**src/rtl/sfcb_pkg.sv**
```systemverilog
// ----------------------------------------------------------------------------
// sfcb_pkg
// Types and constants shared by the serial frame to CAN bridge.
// ----------------------------------------------------------------------------
package sfcb_pkg;

  localparam logic [7:0]  HDR_BYTE       = 8'hA5;
  localparam int          BODY_LEN       = 22;
  // Bytes held in the chain; the final body byte goes straight to the buffer.
  localparam int          CELL_CNT       = BODY_LEN - 1;
  localparam logic [4:0]  LAST_BODY_IDX  = 5'(BODY_LEN - 1);
  localparam logic [7:0]  IDLE_LIMIT_RST = 8'd15;
  localparam logic [10:0] BASE_ID_RST    = 11'h701;

  localparam logic        CFG_IDX_IDLE_LIMIT = 1'b0;
  localparam logic        CFG_IDX_BASE_ID    = 1'b1;

  localparam logic        CMD_BYTE = 1'b0;
  localparam logic        CMD_TICK = 1'b1;

  localparam logic [1:0]  MSG_FIRST = 2'd0;
  localparam logic [1:0]  MSG_LAST  = 2'd2;
  localparam logic [3:0]  LEN_FULL  = 4'd8;
  localparam logic [3:0]  LEN_SHORT = 4'd7;

  typedef logic [7:0] byte_t;
  // Entry j holds frame byte j+1.
  typedef byte_t [BODY_LEN-1:0] body_t;

  typedef struct packed {
    logic  load;
    body_t body;
  } frame_load_t;

  typedef struct packed {
    logic full;
    logic last_pop;
  } drain_sts_t;

endpackage

```
**src/rtl/sfcb_if.sv**
```systemverilog
// ----------------------------------------------------------------------------
// sfcb_in_if / sfcb_out_if
// Valid/ready channels for serial requests in and CAN messages out.
// ----------------------------------------------------------------------------
interface sfcb_in_if;
  logic       valid;
  logic       ready;
  logic       cmd;
  logic [7:0] rx_byte;

  modport source (output valid, cmd, rx_byte, input ready);
  modport sink   (input valid, cmd, rx_byte, output ready);
endinterface

interface sfcb_out_if;
  logic        valid;
  logic        ready;
  logic [10:0] can_id;
  logic [3:0]  data_len;
  logic [7:0]  data_b0;
  logic [7:0]  data_b1;
  logic [7:0]  data_b2;
  logic [7:0]  data_b3;
  logic [7:0]  data_b4;
  logic [7:0]  data_b5;
  logic [7:0]  data_b6;
  logic [7:0]  data_b7;
  logic        last_msg;

  modport source (output valid, can_id, data_len, data_b0, data_b1, data_b2, data_b3,
                  data_b4, data_b5, data_b6, data_b7, last_msg, input ready);
  modport sink   (input valid, can_id, data_len, data_b0, data_b1, data_b2, data_b3,
                  data_b4, data_b5, data_b6, data_b7, last_msg, output ready);
endinterface

```
**src/rtl/sfcb_cell.sv**
```systemverilog
// ----------------------------------------------------------------------------
// sfcb_cell
// One byte stage of the frame chain; takes its neighbor's byte on a shift.
// ----------------------------------------------------------------------------
module sfcb_cell (
  input  logic       clk,
  input  logic       shift_en,
  input  logic [7:0] d_in,
  output logic [7:0] q_out
);

  logic [7:0] q_r;

  always_ff @(posedge clk) begin
    if (shift_en) begin
      q_r <= d_in;
    end
  end

  assign q_out = q_r;

endmodule

```
**src/rtl/sfcb_drain.sv**
```systemverilog
// ----------------------------------------------------------------------------
// sfcb_drain
// Frame buffer and message sequencer: sends a frame as three CAN messages.
// ----------------------------------------------------------------------------
module sfcb_drain (
  input  logic                clk,
  input  logic                rst_n,
  input  logic [10:0]         base_id,
  input  sfcb_pkg::frame_load_t ld,
  output sfcb_pkg::drain_sts_t  sts,
  sfcb_out_if.source          out_chan
);
  import sfcb_pkg::*;

  logic       full_r, full_nxt;
  logic [1:0] msg_r, msg_nxt;
  body_t      body_r;
  logic       pop;
  byte_t      fb [0:23];
  byte_t      mb [0:7];

  assign pop = out_chan.valid & out_chan.ready;

  always_comb begin
    full_nxt = full_r;
    msg_nxt  = msg_r;
    if (ld.load) begin
      full_nxt = 1'b1;
      msg_nxt  = MSG_FIRST;
    end else if (pop) begin
      if (msg_r == MSG_LAST) begin
        full_nxt = 1'b0;
        msg_nxt  = MSG_FIRST;
      end else begin
        msg_nxt = msg_r + 2'd1;
      end
    end
  end

  always_ff @(posedge clk) begin
    if (!rst_n) begin
      full_r <= 1'b0;
      msg_r  <= MSG_FIRST;
    end else begin
      full_r <= full_nxt;
      msg_r  <= msg_nxt;
    end
  end

  always_ff @(posedge clk) begin
    if (ld.load) begin
      body_r <= ld.body;
    end
  end

  // Whole frame with header in front and the unused pad byte at the end.
  always_comb begin
    fb[0] = HDR_BYTE;
    for (int k = 1; k <= BODY_LEN; k++) begin
      fb[k] = body_r[k-1];
    end
    fb[23] = 8'h00;
    for (int i = 0; i < 8; i++) begin
      mb[i] = fb[{msg_r, 3'(i)}];
    end
  end

  assign out_chan.valid    = full_r;
  assign out_chan.can_id   = base_id + {9'd0, msg_r};
  assign out_chan.data_len = (msg_r == MSG_LAST) ? LEN_SHORT : LEN_FULL;
  assign out_chan.data_b0  = mb[0];
  assign out_chan.data_b1  = mb[1];
  assign out_chan.data_b2  = mb[2];
  assign out_chan.data_b3  = mb[3];
  assign out_chan.data_b4  = mb[4];
  assign out_chan.data_b5  = mb[5];
  assign out_chan.data_b6  = mb[6];
  assign out_chan.data_b7  = mb[7];
  assign out_chan.last_msg = (msg_r == MSG_LAST);

  assign sts.full     = full_r;
  assign sts.last_pop = pop & (msg_r == MSG_LAST);

endmodule

```
**src/rtl/sensor_frame_to_can_bridge.sv**
```systemverilog
// ----------------------------------------------------------------------------
// sensor_frame_to_can_bridge
// Hunts for the 0xA5 header, gathers 22 body bytes through a byte chain with
// an idle-tick abort, and sends each frame as three CAN messages.
// ----------------------------------------------------------------------------
// Throughput: one request per cycle. The only stall: once 21 body bytes are
//   gathered, the next request (byte or tick) waits while the frame buffer
//   still holds undelivered messages, until the cycle after the last leaves.
// Latency: first message is valid the cycle after the final byte; the three
//   messages then leave one per cycle, paced by out_chan.ready.
// Reset: clears hunt state, counters and buffer flag; registers take 15, 0x701.
// ----------------------------------------------------------------------------
module sensor_frame_to_can_bridge (
  input  logic        clk,
  input  logic        rst_n,
  input  logic        cfg_we,
  input  logic        cfg_idx,
  input  logic [10:0] cfg_wdata,
  sfcb_in_if.sink     in_chan,
  sfcb_out_if.source  out_chan
);
  import sfcb_pkg::*;

  logic [7:0]  idle_limit_r;
  logic [10:0] base_id_r;

  logic        collecting_r, collecting_nxt;
  logic [4:0]  gathered_r, gathered_nxt;
  logic [7:0]  idle_r, idle_nxt;
  logic [7:0]  idle_inc;
  logic        accept;
  logic        shift_en;
  logic        completing;
  byte_t       chain_q [CELL_CNT];
  frame_load_t ld;
  drain_sts_t  sts;

  always_ff @(posedge clk) begin
    if (!rst_n) begin
      idle_limit_r <= IDLE_LIMIT_RST;
      base_id_r    <= BASE_ID_RST;
    end else if (cfg_we) begin
      unique case (cfg_idx)
        CFG_IDX_IDLE_LIMIT: idle_limit_r <= cfg_wdata[7:0];
        CFG_IDX_BASE_ID:    base_id_r    <= cfg_wdata;
        default:            ;
      endcase
    end
  end

  // Hold the next request (byte or tick) after 21 body bytes while the buffer is still draining.
  assign in_chan.ready = !(collecting_r && gathered_r == LAST_BODY_IDX && sts.full);
  assign accept        = in_chan.valid & in_chan.ready;
  assign shift_en      = accept & collecting_r & (in_chan.cmd == CMD_BYTE);
  assign completing    = shift_en & (gathered_r == LAST_BODY_IDX);
  assign idle_inc      = (idle_r == 8'hFF) ? idle_r : idle_r + 8'd1;

  always_comb begin
    collecting_nxt = collecting_r;
    gathered_nxt   = gathered_r;
    idle_nxt       = idle_r;
    if (accept) begin
      if (!collecting_r) begin
        if (in_chan.cmd == CMD_BYTE && in_chan.rx_byte == HDR_BYTE) begin
          collecting_nxt = 1'b1;
          gathered_nxt   = 5'd0;
          idle_nxt       = 8'd0;
        end
      end else if (in_chan.cmd == CMD_TICK) begin
        // Drop the partial frame once the idle limit is reached.
        if (idle_inc >= idle_limit_r) begin
          collecting_nxt = 1'b0;
          gathered_nxt   = 5'd0;
          idle_nxt       = 8'd0;
        end else begin
          idle_nxt = idle_inc;
        end
      end else begin
        idle_nxt = 8'd0;
        if (completing) begin
          collecting_nxt = 1'b0;
          gathered_nxt   = 5'd0;
        end else begin
          gathered_nxt = gathered_r + 5'd1;
        end
      end
    end
  end

  always_ff @(posedge clk) begin
    if (!rst_n) begin
      collecting_r <= 1'b0;
      gathered_r   <= 5'd0;
      idle_r       <= 8'd0;
    end else begin
      collecting_r <= collecting_nxt;
      gathered_r   <= gathered_nxt;
      idle_r       <= idle_nxt;
    end
  end

  // Byte chain: cell 0 takes the newest byte, older bytes move up.
  for (genvar c = 0; c < CELL_CNT; c++) begin : g_cell
    sfcb_cell u_cell (
      .clk      (clk),
      .shift_en (shift_en),
      .d_in     ((c == 0) ? in_chan.rx_byte : chain_q[(c == 0) ? 0 : c-1]),
      .q_out    (chain_q[c])
    );
  end

  always_comb begin
    ld.load = completing;
    for (int j = 0; j < CELL_CNT; j++) begin
      ld.body[j] = chain_q[CELL_CNT-1-j];
    end
    ld.body[BODY_LEN-1] = in_chan.rx_byte;
  end

  sfcb_drain u_drain (
    .clk      (clk),
    .rst_n    (rst_n),
    .base_id  (base_id_r),
    .ld       (ld),
    .sts      (sts),
    .out_chan (out_chan)
  );

  a_no_overwrite: assert property (@(posedge clk) disable iff (!rst_n)
    ld.load |-> !sts.full)
    else $error("frame loaded over undelivered messages");

  a_drain_empties: assert property (@(posedge clk) disable iff (!rst_n)
    (sts.last_pop && !ld.load) |=> !out_chan.valid)
    else $error("buffer still valid after last message");

  a_drain_continues: assert property (@(posedge clk) disable iff (!rst_n)
    (out_chan.valid && out_chan.ready && !out_chan.last_msg) |=> out_chan.valid)
    else $error("frame dropped before its last message");

  a_idle_clear: assert property (@(posedge clk) disable iff (!rst_n)
    !collecting_r |-> (idle_r == 8'd0 && gathered_r == 5'd0))
    else $error("counters not clear while hunting");

endmodule

```
**src/flat_wrapper.sv**
```systemverilog
// flat-port wrapper written by rule: the top's interface ports become plain ports
module sensor_frame_to_can_bridge_flat import sfcb_pkg::*;
  (clk, rst_n, cfg_we, cfg_idx, cfg_wdata, in_chan_valid, in_chan_cmd, in_chan_rx_byte, in_chan_ready, out_chan_valid, out_chan_can_id, out_chan_data_len, out_chan_data_b0, out_chan_data_b1, out_chan_data_b2, out_chan_data_b3, out_chan_data_b4, out_chan_data_b5, out_chan_data_b6, out_chan_data_b7, out_chan_last_msg, out_chan_ready);
  sfcb_in_if in_chan_i ();
  sfcb_out_if out_chan_i ();
  input  logic clk;
  input  logic rst_n;
  input  logic cfg_we;
  input  logic cfg_idx;
  input  logic [10:0] cfg_wdata;
  input wire logic [$bits(in_chan_i.valid)-1:0] in_chan_valid;
  input wire logic [$bits(in_chan_i.cmd)-1:0] in_chan_cmd;
  input wire logic [$bits(in_chan_i.rx_byte)-1:0] in_chan_rx_byte;
  output wire logic [$bits(in_chan_i.ready)-1:0] in_chan_ready;
  output wire logic [$bits(out_chan_i.valid)-1:0] out_chan_valid;
  output wire logic [$bits(out_chan_i.can_id)-1:0] out_chan_can_id;
  output wire logic [$bits(out_chan_i.data_len)-1:0] out_chan_data_len;
  output wire logic [$bits(out_chan_i.data_b0)-1:0] out_chan_data_b0;
  output wire logic [$bits(out_chan_i.data_b1)-1:0] out_chan_data_b1;
  output wire logic [$bits(out_chan_i.data_b2)-1:0] out_chan_data_b2;
  output wire logic [$bits(out_chan_i.data_b3)-1:0] out_chan_data_b3;
  output wire logic [$bits(out_chan_i.data_b4)-1:0] out_chan_data_b4;
  output wire logic [$bits(out_chan_i.data_b5)-1:0] out_chan_data_b5;
  output wire logic [$bits(out_chan_i.data_b6)-1:0] out_chan_data_b6;
  output wire logic [$bits(out_chan_i.data_b7)-1:0] out_chan_data_b7;
  output wire logic [$bits(out_chan_i.last_msg)-1:0] out_chan_last_msg;
  input wire logic [$bits(out_chan_i.ready)-1:0] out_chan_ready;
  assign in_chan_i.valid = in_chan_valid;
  assign in_chan_i.cmd = in_chan_cmd;
  assign in_chan_i.rx_byte = in_chan_rx_byte;
  assign in_chan_ready = in_chan_i.ready;
  assign out_chan_valid = out_chan_i.valid;
  assign out_chan_can_id = out_chan_i.can_id;
  assign out_chan_data_len = out_chan_i.data_len;
  assign out_chan_data_b0 = out_chan_i.data_b0;
  assign out_chan_data_b1 = out_chan_i.data_b1;
  assign out_chan_data_b2 = out_chan_i.data_b2;
  assign out_chan_data_b3 = out_chan_i.data_b3;
  assign out_chan_data_b4 = out_chan_i.data_b4;
  assign out_chan_data_b5 = out_chan_i.data_b5;
  assign out_chan_data_b6 = out_chan_i.data_b6;
  assign out_chan_data_b7 = out_chan_i.data_b7;
  assign out_chan_last_msg = out_chan_i.last_msg;
  assign out_chan_i.ready = out_chan_ready;
  sensor_frame_to_can_bridge u_core (.clk(clk), .rst_n(rst_n), .cfg_we(cfg_we), .cfg_idx(cfg_idx), .cfg_wdata(cfg_wdata), .in_chan(in_chan_i), .out_chan(out_chan_i));
endmodule
```
**config.mk**
```make
export PLATFORM = sky130hd
export DESIGN_NAME = sensor_frame_to_can_bridge_flat
export DESIGN_NICKNAME = d
export VERILOG_FILES = /design/src/rtl/sfcb_pkg.sv /design/src/rtl/sfcb_if.sv /design/src/rtl/sfcb_cell.sv /design/src/rtl/sfcb_drain.sv /design/src/rtl/sensor_frame_to_can_bridge.sv /design/src/flat_wrapper.sv
export SDC_FILE = /design/constraint.sdc
export NUM_CORES = 1
export LEC_CHECK = 0
export BUFFER_PORTS_ARGS = -buffer_cell sky130_fd_sc_hd__buf_2
export CAP_MARGIN = 20
export CORE_MARGIN = 2
export CORE_UTILIZATION = 55
export DETAILED_ROUTE_END_ITERATION = 8
export GPL_TIMING_DRIVEN = 0
export PLACE_DENSITY = 0.72
export SETUP_SLACK_MARGIN = 0.2
export SKIP_CTS_REPAIR_TIMING = 1
export SLEW_MARGIN = 0
export SYNTH_ARGS = -nofsm -noshare
export SYNTH_HDL_FRONTEND = slang
export SYNTH_HIERARCHICAL = 1
export SYNTH_SLANG_ARGS = --single-unit
```
**constraint.sdc**
```tcl
create_clock -name clk -period 29 [get_ports clk]
set_input_delay 4.35 -clock clk [delete_from_list [all_inputs] [get_ports clk]]
set_output_delay 4.35 -clock clk [all_outputs]
set_load 0.02 [all_outputs]
```
Yosys cells after proc, flatten, opt, wreduce, memory -nomap -nowiden
Index checks and enable logic that the tools add are counted.

$mul: 0. Add/subtract/negate cells: 4. Equal/unequal tests: 5. Shift-type cells: 0. Reductions and logical operators: 13. Divide/modulo/power cells: 0. Bitwise operators: 16. Mux-type cells: 44. Magnitude comparators: 9.

Operators by type and width (count): $bmux W8 S5 (8); $mux W8 (21); $ge A6 B6 Y1 const B (8); $not A5 Y6 (8); $mux W5 (5); $eq A8 B8 Y1 const B (2); $add A11 B2 Y11 (1); $add A8 B1 Y8 const B (1); $ge A8 B8 Y1 (1); $mux W1 (8); $reduce_and A2 Y1 (4); $reduce_bool A2 Y1 (3); $add A5 B1 Y5 const B (1); $and A1 B1 Y1 (5); $eq A5 B5 Y1 const B (1); $mux W4 (1); $logic_and A1 B1 Y1 (3); $ne A3 B3 Y1 const B (1); $not A1 Y1 (3); $reduce_and A3 Y1 (1); $add A2 B1 Y2 const B (1); $eq A2 B2 Y1 const B (1); $mux W2 (1); $reduce_or A2 Y1 (1); $logic_not A1 Y1 (1).

Bits of input ports: 26. Logic and storage cells: 141. RAM bits: 0. Bits in read-only memories: 0. Latch bits: 0. Output and inout bits: 82. Memories kept: 0. Register bits: 380.

Depth between registers and ports, before layout
Depth after elaboration: 11. Depth in mapped cells: 13. Mapped depth without buffers: 11.

Cells and area by module
The synthesis kept the hierarchy.

By module, submodules not included: sfcb_drain (cells an instance 425, area an instance 6957.9 um2, times used 1); sfcb_cell (cells an instance 8, area an instance 240.2 um2, times used 21); sensor_frame_to_can_bridge (cells an instance 232, area an instance 1834.3 um2, times used 1).

Worst setup path before layout
OpenSTA, ideal clock, no wires.

Path kind: input port to flip-flop. Start: in in_chan_valid. End: reg u_core.u_drain.msg_r[0]. Slack: 11.452 ns. Stages on the path: 5. Buffers on the path: 0. Data arrival time: 17.418 ns. Cells stage by stage: nand2_1 > a21o_1 > nor3_1 > nand2b_1 > nor2_1.

Word-level cells in the longest chain between the ends: 5.

Ends and longest elaborated chain: start: declaration (RTL line flat_wrapper.sv:11) `input wire logic [$bits(in_chan_i.valid)-1:0] in_chan_valid;`; $and A1 B1 Y1 (RTL line sensor_frame_to_can_bridge.sv:53) `assign accept = in_chan.valid & in_chan.ready;`; $and A1 B1 Y1 (2 in series) (RTL line sensor_frame_to_can_bridge.sv:54) `assign shift_en = accept & collecting_r & (in_chan.cmd == CMD_BYTE);`; $and A1 B1 Y1 (RTL line sensor_frame_to_can_bridge.sv:55) `assign completing = shift_en & (gathered_r == LAST_BODY_IDX);`; net u_core.completing (RTL line sensor_frame_to_can_bridge.sv:33) `logic completing;`; $reduce_or A2 Y1 (no line); end signal: assignment (RTL line sfcb_drain.sv:46) `msg_r <= msg_nxt;`; end: declaration (RTL line sfcb_drain.sv:16) `logic [1:0] msg_r, msg_nxt;`.

The timed path passes the listed nets, and every way through them passes these cells. A chain may end at the register's enable or synchronous reset.

Worst setup path after layout
Start: reg u_core.u_drain.msg_r[1]. End: out out_chan_can_id[10].

Word-level cells in the longest chain between the ends: 1.

Ends and longest elaborated chain: $add A11 B2 Y11 (RTL line sfcb_drain.sv:69) `assign out_chan.can_id = base_id + {9'd0, msg_r};`; end: declaration (RTL line flat_wrapper.sv:16) `output wire logic [$bits(out_chan_i.can_id)-1:0] out_chan_can_id;`.

Every way passes these cells.

==> metrics <==
crit path time final=7281 ps; Mapped Avg Cell Area=16.79 um2; Logic pwr share=0.011; P&R area growth vs syn=17.61%; Gate Count Post-Synth=824; Die Wd=162.6 um; initial antenna violation count=1; kind of critical path=flip-flop to primary output; CP Data Required Time=24,650 ps; CTS max path bufs=3; max-slew violations=0; total leakage power=5.504 nW; Yosys warnings=6; worst path arrival time=2930 ps; Crit Path Max Fanout=10; maximum resistive drop on vdd=0.04702 mV; die height=162.6 um; most common cell after layout, fill and taps aside=edfxtp_1; Worst-Margin Slew=755.1 ps; total wire length=26,780 um; switch share=0.1872; synthesized area=13,830 um2; worst rel slew slack=0.4966; fillers=1,737; largest net degree at the start of global routing=36; final worst slack=21,720 ps; Power per Cell Area=65.23 nW/um2; Total Power=1.061 mW; sequential cell area=11,050 um2; Clk pwr share=0.432; die area=26,440 um2; I/O Buffers=107; Initial Util=0.5541; layout cells sized above 1=0.2187; H-tree levels=2; post-place setup slack=22,050 ps; root buf cell=clkbuf_16; Fin Clk Skew=18.68 ps; min-delay worst type=flip-flop to flip-flop; Wirelength per Cell=19.90 um; commonest non-fill, non-tap cells in the layout=edfxtp_1 (344), buf_2 (116), nand2_1 (102); Sequential Power Share=0.557; vias per cell=5.496; CTS tree=built; Hold Fails Final Rpt=0; Vias=7,397; routability congestion estimate=0.7739; footprint of the multi-input gates=2476 um2; initial DRC count=701; GRT Resource Usage Total=0.2043; total gr overflow=0; first-pass GRT wire length=40,030 um; Post-Syn Nets=864; sw power=198.7 uW; Clk pin slew, worst setup/hold paths=60 ps; Routed Antenna Nets=0; status=completed; Skew-Pair Late Insertion Delay=520 ps; Core Box Area=24,960 um2; # IOs=108; vias in the first global route=7,246; hpwl dp=17,510 um; final setup vio count=0; startpoint class of the critical path=flip-flop; nets=1,033; fin crit share=0.2511; Internal=862.5 uW; DRC=0; cell row count=58; Max Clock Freq=137.4 MHz; Num CTS Buffers=37; MaxCap Viol Count=0; CTS sink cnt=380; unrepaired setup endpoints after global routing=false; CP endpoint kind=primary output; setup TNS=0 ps; Initial DRT Pass Iterations=7
-- worst paths after layout --
path | from | endpoint | slack, ps | depth (start not counted)
setup / recovery | u_core/u_drain/msg_r[1]$_SDFFE_PP0P_ | out_chan_can_id[10] | 21720 | 8
hold / removal | u_core/g_cell[20].u_cell/q_out[0]$_DFFE_PP_ | u_core/u_drain/body_r[0]$_DFFE_PP_ | 420 | 0
hold reg to reg | u_core/g_cell[20].u_cell/q_out[0]$_DFFE_PP_ | u_core/u_drain/body_r[0]$_DFFE_PP_ | 420 | 0
setup reg to reg | u_core/idle_r[0]$_SDFFE_PN0P_ | u_core/idle_r[1]$_SDFFE_PN0P_ | 25700 | 12
-- per-layer routing --
metal,global-route usage,up-vias,wire length (um)
met5,0,-,0
met4,0.06637,0,687
met3,0.03412,46,1310
met2,0.3449,210,13660
met1,0.2743,3717,11130
li1,-,3424,-
-- state kept, by name, summed over array words and instances (netlist names) --
signal                         count
u_core/g_cell.u_cell/q_out       168
u_core/u_drain/out_chan.valid      1
u_core/gathered_r                  5
u_core/base_id_r                  11
u_core/u_drain/msg_r               2
u_core/collecting_r                1
u_core/idle_limit_r                8
u_core/u_drain/body_r            176
u_core/idle_r                      8
-- metrics by stage --
step                      area (um2)    util  instances  hold WS, ps
after CTS                      16270  0.6516       1345        418.0
after global routing           16270  0.6517       1346        425.9
after floorplan                13830       -        824        400.3
after detailed placement       15100  0.6050       1284        404.5
final                          16270  0.6517       1346        417.8
after global placement         14780  0.5921       1261        401.5
-- critical path: stages (launching register included) --
cell	delay, ps
dfxtp_1	390
buf_2	280
buf_2	360
inv_1	100
fa_1	440
nand4b_1	280
nor3_2	250
xor2_1	150
buf_2	170
-- power groups by stage --
stage	clock network, mW	logic [mW]	registers [mW]
global placement	0	0.0118	0.602
global route	0.489	0.0135	0.591
finish	0.458	0.0121	0.591
detailed placement	0	0.0120	0.603
floorplan	0	0.00692	0.602
CTS	0.466	0.0121	0.591
-- layout make-up --
type                    instances  share of cell area
diodes                          1           0.0001538
plain buffers                  34             0.01530
clock buffers                  41             0.05976
clock inverters                20             0.01184
inverters                      18            0.004307
multi-input cells             392              0.1522
flip-flops and latches        380              0.6792
well taps                     330             0.02538
repair buffers                130             0.05183
(Power assumes the default switching activity.)
